[src/hw/rtl/h4f_pkg.sv]
// ----------------------------------------------------------------------------
// h4f_pkg
// Shared types and codes for the HCI H4 packet framer: frame phases, packet
// kind codes, type byte values, header geometry and the per-byte result.
// ----------------------------------------------------------------------------
package h4f_pkg;

	// Framing phase; the fourth code is unused and behaves as idle
	typedef enum logic [1:0] {
		PH_IDLE    = 2'd0,
		PH_HEADER  = 2'd1,
		PH_PAYLOAD = 2'd2
	} phase_t;

	// Packet kind codes as seen on the output
	localparam logic [1:0] KIND_CMD = 2'd0;
	localparam logic [1:0] KIND_ACL = 2'd1;
	localparam logic [1:0] KIND_SCO = 2'd2;
	localparam logic [1:0] KIND_ISO = 2'd3;

	// H4 type byte values
	localparam logic [7:0] TYPE_CMD = 8'h01;
	localparam logic [7:0] TYPE_ACL = 8'h02;
	localparam logic [7:0] TYPE_SCO = 8'h03;
	localparam logic [7:0] TYPE_ISO = 8'h05;

	// Header geometry, counted in header bytes after the type byte
	localparam logic [2:0] HDR_LEN_SHORT = 3'd3;
	localparam logic [2:0] HDR_LEN_LONG  = 3'd4;
	localparam logic [2:0] LEN_LO_POS    = 3'd3;
	localparam logic [2:0] LEN_HI_POS    = 3'd4;

	// Result of framing one item
	typedef struct packed {
		logic       emit;
		logic [7:0] out_byte;
		logic [1:0] packet_kind;
		logic       first_mark;
		logic       last_mark;
	} frame_res_t;

endpackage

[src/hw/rtl/h4f_byte_if.sv]
// ----------------------------------------------------------------------------
// h4f_byte_if
// Valid/ready channel carrying one byte of the host stream per item.
// ----------------------------------------------------------------------------
interface h4f_byte_if;

	logic       valid;
	logic       ready;
	logic [7:0] data_byte;

	modport source (output valid, output data_byte, input ready);
	modport sink   (input valid, input data_byte, output ready);

endinterface

[src/hw/rtl/h4f_frame_if.sv]
// ----------------------------------------------------------------------------
// h4f_frame_if
// Valid/ready channel carrying one framed byte with its kind and marks.
// ----------------------------------------------------------------------------
interface h4f_frame_if;

	logic       valid;
	logic       ready;
	logic [7:0] out_byte;
	logic [1:0] packet_kind;
	logic       first_mark;
	logic       last_mark;

	modport source (output valid, output out_byte, output packet_kind,
		output first_mark, output last_mark, input ready);
	modport sink   (input valid, input out_byte, input packet_kind,
		input first_mark, input last_mark, output ready);

endinterface

[src/hw/rtl/hci_h4_packet_framer.sv]
// ----------------------------------------------------------------------------
// hci_h4_packet_framer
// Frames a host byte stream into HCI H4 packets, tagging each byte with its
// packet kind and first/last marks. Unknown type bytes are dropped.
// ----------------------------------------------------------------------------
// Path: an accepted item is held in the input register, framed by the
// controller and loaded into the result register that drives the output.
// Throughput: one byte per cycle, set by the input register and result
// register handing over in the same cycle while the output is taken.
// Reset: asynchronous, clears the framing state to idle and empties both
// registers; the input is ready as soon as reset is released.
module hci_h4_packet_framer import h4f_pkg::*; (
	input  logic        clk,
	input  logic        arst_n,
	h4f_byte_if.sink    byte_in,
	h4f_frame_if.source frame_out
);

	logic       valid_s1;
	logic [7:0] byte_s1;
	logic       advance;
	frame_res_t res;

	logic       out_valid_q;
	logic [7:0] out_byte_q;
	logic [1:0] out_kind_q;
	logic       out_first_q;
	logic       out_last_q;

	// Move on whenever the result register is free or being taken
	assign advance       = !out_valid_q || frame_out.ready;
	assign byte_in.ready = !valid_s1 || advance;

	// Hold the accepted item in the input register
	always_ff @(posedge clk or negedge arst_n) begin
		if (!arst_n) begin
			valid_s1 <= 1'b0;
		end else if (byte_in.ready) begin
			valid_s1 <= byte_in.valid;
		end
	end

	always_ff @(posedge clk) begin
		if (byte_in.valid && byte_in.ready) begin
			byte_s1 <= byte_in.data_byte;
		end
	end

	h4f_frame_ctrl u_ctrl (
		.clk       (clk),
		.arst_n    (arst_n),
		.step      (valid_s1 && advance),
		.data_byte (byte_s1),
		.res       (res)
	);

	// Load the result register; dropped items leave it empty
	always_ff @(posedge clk or negedge arst_n) begin
		if (!arst_n) begin
			out_valid_q <= 1'b0;
		end else if (advance) begin
			out_valid_q <= valid_s1 && res.emit;
		end
	end

	always_ff @(posedge clk) begin
		if (advance && valid_s1 && res.emit) begin
			out_byte_q  <= res.out_byte;
			out_kind_q  <= res.packet_kind;
			out_first_q <= res.first_mark;
			out_last_q  <= res.last_mark;
		end
	end

	assign frame_out.valid       = out_valid_q;
	assign frame_out.out_byte    = out_byte_q;
	assign frame_out.packet_kind = out_kind_q;
	assign frame_out.first_mark  = out_first_q;
	assign frame_out.last_mark   = out_last_q;

endmodule

[src/hw/rtl/h4f_frame_ctrl.sv]
// ----------------------------------------------------------------------------
// h4f_frame_ctrl
// Framing state and the single-pass decision for one byte: type decode,
// header counting, length capture and payload countdown.
// ----------------------------------------------------------------------------
module h4f_frame_ctrl import h4f_pkg::*; (
	input  logic       clk,
	input  logic       arst_n,
	input  logic       step,
	input  logic [7:0] data_byte,
	output frame_res_t res
);

	phase_t      phase_q,   phase_d;
	logic [1:0]  kind_q,    kind_d;
	logic [2:0]  hpos_q,    hpos_d;
	logic [15:0] plen_q,    plen_d;
	logic [15:0] remain_q,  remain_d;

	logic [2:0]  pos;
	logic [2:0]  hdr_size;
	logic [15:0] remain_dec;

	// Decide the result and next state for the byte at hand
	always_comb begin
		phase_d    = phase_q;
		kind_d     = kind_q;
		hpos_d     = hpos_q;
		plen_d     = plen_q;
		remain_d   = remain_q;
		pos        = hpos_q + 3'd1;
		hdr_size   = ((kind_q == KIND_ACL) || (kind_q == KIND_ISO)) ?
			HDR_LEN_LONG : HDR_LEN_SHORT;
		remain_dec = remain_q - 16'd1;

		res.emit        = 1'b1;
		res.out_byte    = data_byte;
		res.packet_kind = kind_q;
		res.first_mark  = 1'b0;
		res.last_mark   = 1'b0;

		case (phase_q)
			PH_HEADER: begin
				// Capture the length field, little-endian
				if (pos == LEN_LO_POS) begin
					plen_d = {8'h00, data_byte};
				end else if (pos == LEN_HI_POS) begin
					plen_d = {data_byte, plen_q[7:0]};
				end
				hpos_d = pos;
				if (pos >= hdr_size) begin
					if (plen_d == 16'd0) begin
						res.last_mark = 1'b1;
						phase_d       = PH_IDLE;
						hpos_d        = 3'd0;
						remain_d      = 16'd0;
					end else begin
						remain_d = plen_d;
						phase_d  = PH_PAYLOAD;
					end
				end
			end
			PH_PAYLOAD: begin
				// Count down the payload
				remain_d      = remain_dec;
				res.last_mark = (remain_dec == 16'd0);
				if (remain_dec == 16'd0) begin
					phase_d = PH_IDLE;
					hpos_d  = 3'd0;
				end
			end
			default: begin
				// Expect a type byte; drop anything unknown
				res.first_mark = 1'b1;
				hpos_d         = 3'd0;
				plen_d         = 16'd0;
				remain_d       = 16'd0;
				phase_d        = PH_HEADER;
				case (data_byte)
					TYPE_CMD: kind_d = KIND_CMD;
					TYPE_ACL: kind_d = KIND_ACL;
					TYPE_SCO: kind_d = KIND_SCO;
					TYPE_ISO: kind_d = KIND_ISO;
					default: begin
						res.emit = 1'b0;
						phase_d  = PH_IDLE;
						hpos_d   = hpos_q;
						plen_d   = plen_q;
						remain_d = remain_q;
					end
				endcase
				res.packet_kind = kind_d;
			end
		endcase
	end

	// Advance the framing state on each consumed item
	always_ff @(posedge clk or negedge arst_n) begin
		if (!arst_n) begin
			phase_q  <= PH_IDLE;
			kind_q   <= KIND_CMD;
			hpos_q   <= 3'd0;
			plen_q   <= 16'd0;
			remain_q <= 16'd0;
		end else if (step) begin
			phase_q  <= phase_d;
			kind_q   <= kind_d;
			hpos_q   <= hpos_d;
			plen_q   <= plen_d;
			remain_q <= remain_d;
		end
	end

endmodule

[src/flat_wrapper.sv]
// flat-port wrapper written by rule: the top's interface ports become plain ports
module hci_h4_packet_framer_flat import h4f_pkg::*;
  (clk, arst_n, byte_in_valid, byte_in_data_byte, byte_in_ready, frame_out_valid, frame_out_out_byte, frame_out_packet_kind, frame_out_first_mark, frame_out_last_mark, frame_out_ready);
  h4f_byte_if byte_in_i ();
  h4f_frame_if frame_out_i ();
  input  logic clk;
  input  logic arst_n;
  input wire logic [$bits(byte_in_i.valid)-1:0] byte_in_valid;
  input wire logic [$bits(byte_in_i.data_byte)-1:0] byte_in_data_byte;
  output wire logic [$bits(byte_in_i.ready)-1:0] byte_in_ready;
  output wire logic [$bits(frame_out_i.valid)-1:0] frame_out_valid;
  output wire logic [$bits(frame_out_i.out_byte)-1:0] frame_out_out_byte;
  output wire logic [$bits(frame_out_i.packet_kind)-1:0] frame_out_packet_kind;
  output wire logic [$bits(frame_out_i.first_mark)-1:0] frame_out_first_mark;
  output wire logic [$bits(frame_out_i.last_mark)-1:0] frame_out_last_mark;
  input wire logic [$bits(frame_out_i.ready)-1:0] frame_out_ready;
  assign byte_in_i.valid = byte_in_valid;
  assign byte_in_i.data_byte = byte_in_data_byte;
  assign byte_in_ready = byte_in_i.ready;
  assign frame_out_valid = frame_out_i.valid;
  assign frame_out_out_byte = frame_out_i.out_byte;
  assign frame_out_packet_kind = frame_out_i.packet_kind;
  assign frame_out_first_mark = frame_out_i.first_mark;
  assign frame_out_last_mark = frame_out_i.last_mark;
  assign frame_out_i.ready = frame_out_ready;
  hci_h4_packet_framer u_core (.clk(clk), .arst_n(arst_n), .byte_in(byte_in_i), .frame_out(frame_out_i));
endmodule
[config.mk]
export PLATFORM = sky130hd
export DESIGN_NAME = hci_h4_packet_framer_flat
export DESIGN_NICKNAME = d
export VERILOG_FILES = /design/src/hw/rtl/h4f_pkg.sv /design/src/hw/rtl/h4f_byte_if.sv /design/src/hw/rtl/h4f_frame_if.sv /design/src/hw/rtl/hci_h4_packet_framer.sv /design/src/hw/rtl/h4f_frame_ctrl.sv /design/src/flat_wrapper.sv
export SDC_FILE = /design/constraint.sdc
export NUM_CORES = 1
export LEC_CHECK = 0
export BUFFER_PORTS_ARGS = -buffer_cell sky130_fd_sc_hd__buf_4
export CORE_MARGIN = 2
export CORE_UTILIZATION = 35
export DETAILED_ROUTE_END_ITERATION = 12
export MAX_ROUTING_LAYER = met4
export PLACE_DENSITY = 0.58
export SLEW_MARGIN = 0
export SYNTH_ARGS = -nofsm -noshare
export SYNTH_HDL_FRONTEND = slang
export SYNTH_SLANG_ARGS = --single-unit
[constraint.sdc]
create_clock -name clk -period 7 [get_ports clk]
set_clock_uncertainty 0.15 [all_clocks]
set_input_delay 0.7 -clock clk [delete_from_list [all_inputs] [get_ports clk]]
set_output_delay 0.7 -clock clk [all_outputs]
set_load 0.01 [all_outputs]
==> summary.txt <==
Global route
  – Overall global routing resource usage: 0.181
  – Largest net degree at the start of global routing: 42
  – Vias in the first global route: 2756
  – Antenna violations before repair: 0
  – First-pass GRT wire length: 14.9 mm
  – Total grt overflow: 0

Placed design
  – Placer Congestion: between 0.8 and 0.9
  – Port bufs: 25
  – Hpwl dp: 6.23 mm

Clock tree
  – Post-CTS setup repair buffer count: 0
  – Max Root-Sink Buffers: 2
  – Htree depth: 3
  – Clk sinks: 61
  – CTS buffer count: 9
  – CTS tree: yes
  – Hold Buf Count CTS: 0
  – Cts repair resizes: 0
  – CTS clk-pin slew, worst paths: about 70 ps
  – CTS Root Buffer Type: clkbuf_8
  – Clock Latency Late Sink: roughly 350 ps

Logic synthesis
  – Simple-gate area share of the yosys netlist: 0.178
  – Synth Register Bits: around 60
  – Leading area contributor after synthesis: dfrtp_1
  – Post-synth top cells: 41 x dfrtp_1, 28 x nor2_1, 26 x o21ai_0
  – Asr flop ratio synth: 0.672
  – Dominant synthesized flop cell: dfrtp_1
  – Most common cell in the netlist: dfrtp_1
  – Largest family of logic cells by synthesized area: compound AO/OA/AOI/OAI gates
  – Cells after Synth: 341
  – Sequential element share of the synthesized area: 0.468
  – Synth Area in XOR/XNOR: 0.00720
  – Avg Cell Area, Syn: 10.2 µm²
  – Netlist Area Pre-Place: around 3500 µm²
  – Top cells by area, synth: dfrtp_1 30%, edfxtp_1 17%, a22o_1 4.3%, o21ai_0 3.7%, ha_1 3.6%
  – Adder-Cell Fraction of Synth Area: 0.0360
  – Post-synth EDFFs: 20
  – Net Count, Synth: 363
  – Synth top area share: 0.295
  – Ys Warns: 0
  – Yosys cell types: 60
  – Post-synthesis compound-gate area fraction: 0.194
  – Multiplexer share of the synthesized area: 0.0702

Die
  – Starting Density: 0.359
  – Die W: slightly above 100 µm
  – Core ar.: 9680 µm²
  – Die Y: roughly 100 µm
  – # rows: 36
  – Die area: 10700 µm²
  – IO Count: 26

Layout
  – Final nets: 383
  – Layout cell share with drive strength beyond 1: 0.175
  – # diodes: 0
  – Area grow syn2layout: 12.6%

Job
  – Max Cap Violations: 0

Setup path
  – Worst setup EP type: register
  – Crit path from: u_core.u_ctrl.hpos_q[0]$_DFFE_PN0P_
  – Worst EP required: 7080 ps
  – CP Data Arrival Time: 3310 ps
  – Critical path type: reg2reg
  – Crit-path max FO: 18
  – Crit Reg-Reg Startpoint: u_core.u_ctrl.hpos_q[0]$_DFFE_PN0P_
  – Setup crit start kind: register

STA
  – Max Clk Rate: 309 MHz
  – Final period demand of the worst path: 3230 ps
  – Fin Setup TNS: 0 ps
  – Worst-Margin Slew: 1020 ps
  – Final-report hold violation count: 0
  – RSZ-0062 raised after global routing: false
  – Fin crit share: 0.462
  – Slew headroom: 0.314
  – Max Slew Vio Count: 0
  – Final setup viols: 0

Drt
  – Post-route DRC: 0
  – DR pass1 iterations: 4
  – Number of routed nets with antenna violations: 0
  – WL/cell: 17.6 µm
  – Initial DRC Count: 175
  – Final WL: 8.78 mm
  – Via/cell ratio: 5.55
  – Via count: 2771

Run status
  – Status: finished, final reports clean

Pwr
  – PwrDens: 315 nW/µm²
  – Pint: 0.745 mW
  – Clock Power Share: 0.224
  – Switch share: 0.395
  – Share of power burned in registers: 0.386
  – Peak supply drop: around 0.16 mV
  – Tot Pwr: 1.23 mW
  – Leakage power: 1.62 nW
  – Comb power frac: 0.390
  – Switching power: around 0.5 mW

Hold path
  – Hold crit path type: in2async
final timing paths:
| path | depth (start not counted) | to | slack [ps] |
|---|---|---|---|
| min in group clk | 1 | u_core.u_ctrl.hpos_q[2]$_DFFE_PN0P_ | 350 |
| max | 8 | u_core.u_ctrl.remain_q[10]$_DFFE_PN0P_ | 3770 |
| max reg2reg | 8 | u_core.u_ctrl.remain_q[10]$_DFFE_PN0P_ | 3770 |
| min | 1 | u_core.u_ctrl.plen_q[4]$_DFFE_PN0P_ | 190 |
| max in group asynchronous | 1 | u_core.u_ctrl.plen_q[2]$_DFFE_PN0P_ | 6140 |
| min reg2reg | 1 | u_core.u_ctrl.hpos_q[2]$_DFFE_PN0P_ | 350 |
per-stage QoR:
stage / hold WS, ps / setup WS (ps) / util / cells / instance area (µm²)
detailed placement: 335 / 3810 / 0.387 / 483 / 3740
CTS: 198 / 3800 / 0.404 / 499 / 3910
floorplan: 254 / 4150 / - / 341 / 3470
global placement: 327 / 3940 / 0.387 / 483 / 3740
finish: 192 / 3770 / 0.404 / 499 / 3910
global route: 239 / 3500 / 0.404 / 499 / 3910
cells by family after synthesis:
kind of cell,after synthesis
multiplexers,23
buffers and inverters,36
XOR/XNOR,2
adder cells (fa/ha/maj),10
AND/OR/NAND/NOR,116
flip-flops,61
AO/OA/AOI/OAI,93
area by class of cell:
cell class	instances	area, µm²
Inverter	19	71.3
Multi-Input combinational cell	244	1680
Clock buffer	11	141
Tap cell	133	166
Clock inverter	5	27.5
Fill cell	970	5770
Timing Repair Buffer	26	195
Sequential cell	61	1630
power groups by stage:
stage	Clock [mW]	Sequential, mW	Combinational (mW)
6_report	0.276	0.475	0.481
2_1_floorplan	0	0.461	0.383
5_1_grt	0.297	0.484	0.550
4_1_cts	0.284	0.474	0.479
3_5_place_dp	0	0.480	0.476
3_3_place_gp	0	0.478	0.472
critical path, stage by stage, from the launching register on:
cell,delay (ps)
dfrtp_1,400
ha_1,210
ha_1,370
inv_1,80
ha_1,300
a211oi_1,150
nor3_2,850
o21ai_0,210
a221o_1,390
metal layers:
metal / GRT usage / part of all wire / vias to the layer above
met4: 0.0763 / 0.025 / 0
met2: 0.258 / 0.46 / 54
li1: - / - / 1308
met1: 0.251 / 0.49 / 1396
met5: - / 0 / -
met3: 0.0359 / 0.031 / 13
flip-flops by register name, indices dropped and copies added (netlist names):
signal / cells
u_core.byte_s1: 8
u_core.frame_out.first_mark: 1
u_core.frame_out.last_mark: 1
u_core.frame_out.out_byte: 8
u_core.frame_out.packet_kind: 2
u_core.frame_out.valid: 1
u_core.u_ctrl.hpos_q: 3
u_core.u_ctrl.kind_q: 2
u_core.u_ctrl.phase_q: 2
u_core.u_ctrl.plen_q: 16
u_core.u_ctrl.remain_q: 16
u_core.valid_s1: 1
layout by cell type (no fill, tap or decap), types with 4 or more instances in the layout:
| master | netlist | layout |
|---|---|---|
| a21oi_1 | 16 | 16 |
| a22o_1 | 17 | 17 |
| a31oi_1 | 4 | 4 |
| buf_4 | 2 | 26 |
| clkbuf_8 | 1 | 10 |
| dfrtp_1 | 41 | 41 |
| edfxtp_1 | 20 | 20 |
| ha_1 | 10 | 10 |
| inv_1 | 19 | 19 |
| mux2_2 | 8 | 8 |
| mux2i_1 | 12 | 12 |
| nand2_1 | 22 | 22 |
| nand2b_1 | 5 | 5 |
| nand3_1 | 10 | 10 |
| nor2_1 | 28 | 28 |
| nor3_1 | 9 | 9 |
| nor3b_1 | 4 | 4 |
| nor4_1 | 6 | 6 |
| o21ai_0 | 26 | 26 |
| or2_2 | 4 | 4 |
| or3_1 | 7 | 7 |
(Power assumes the default switching activity.)
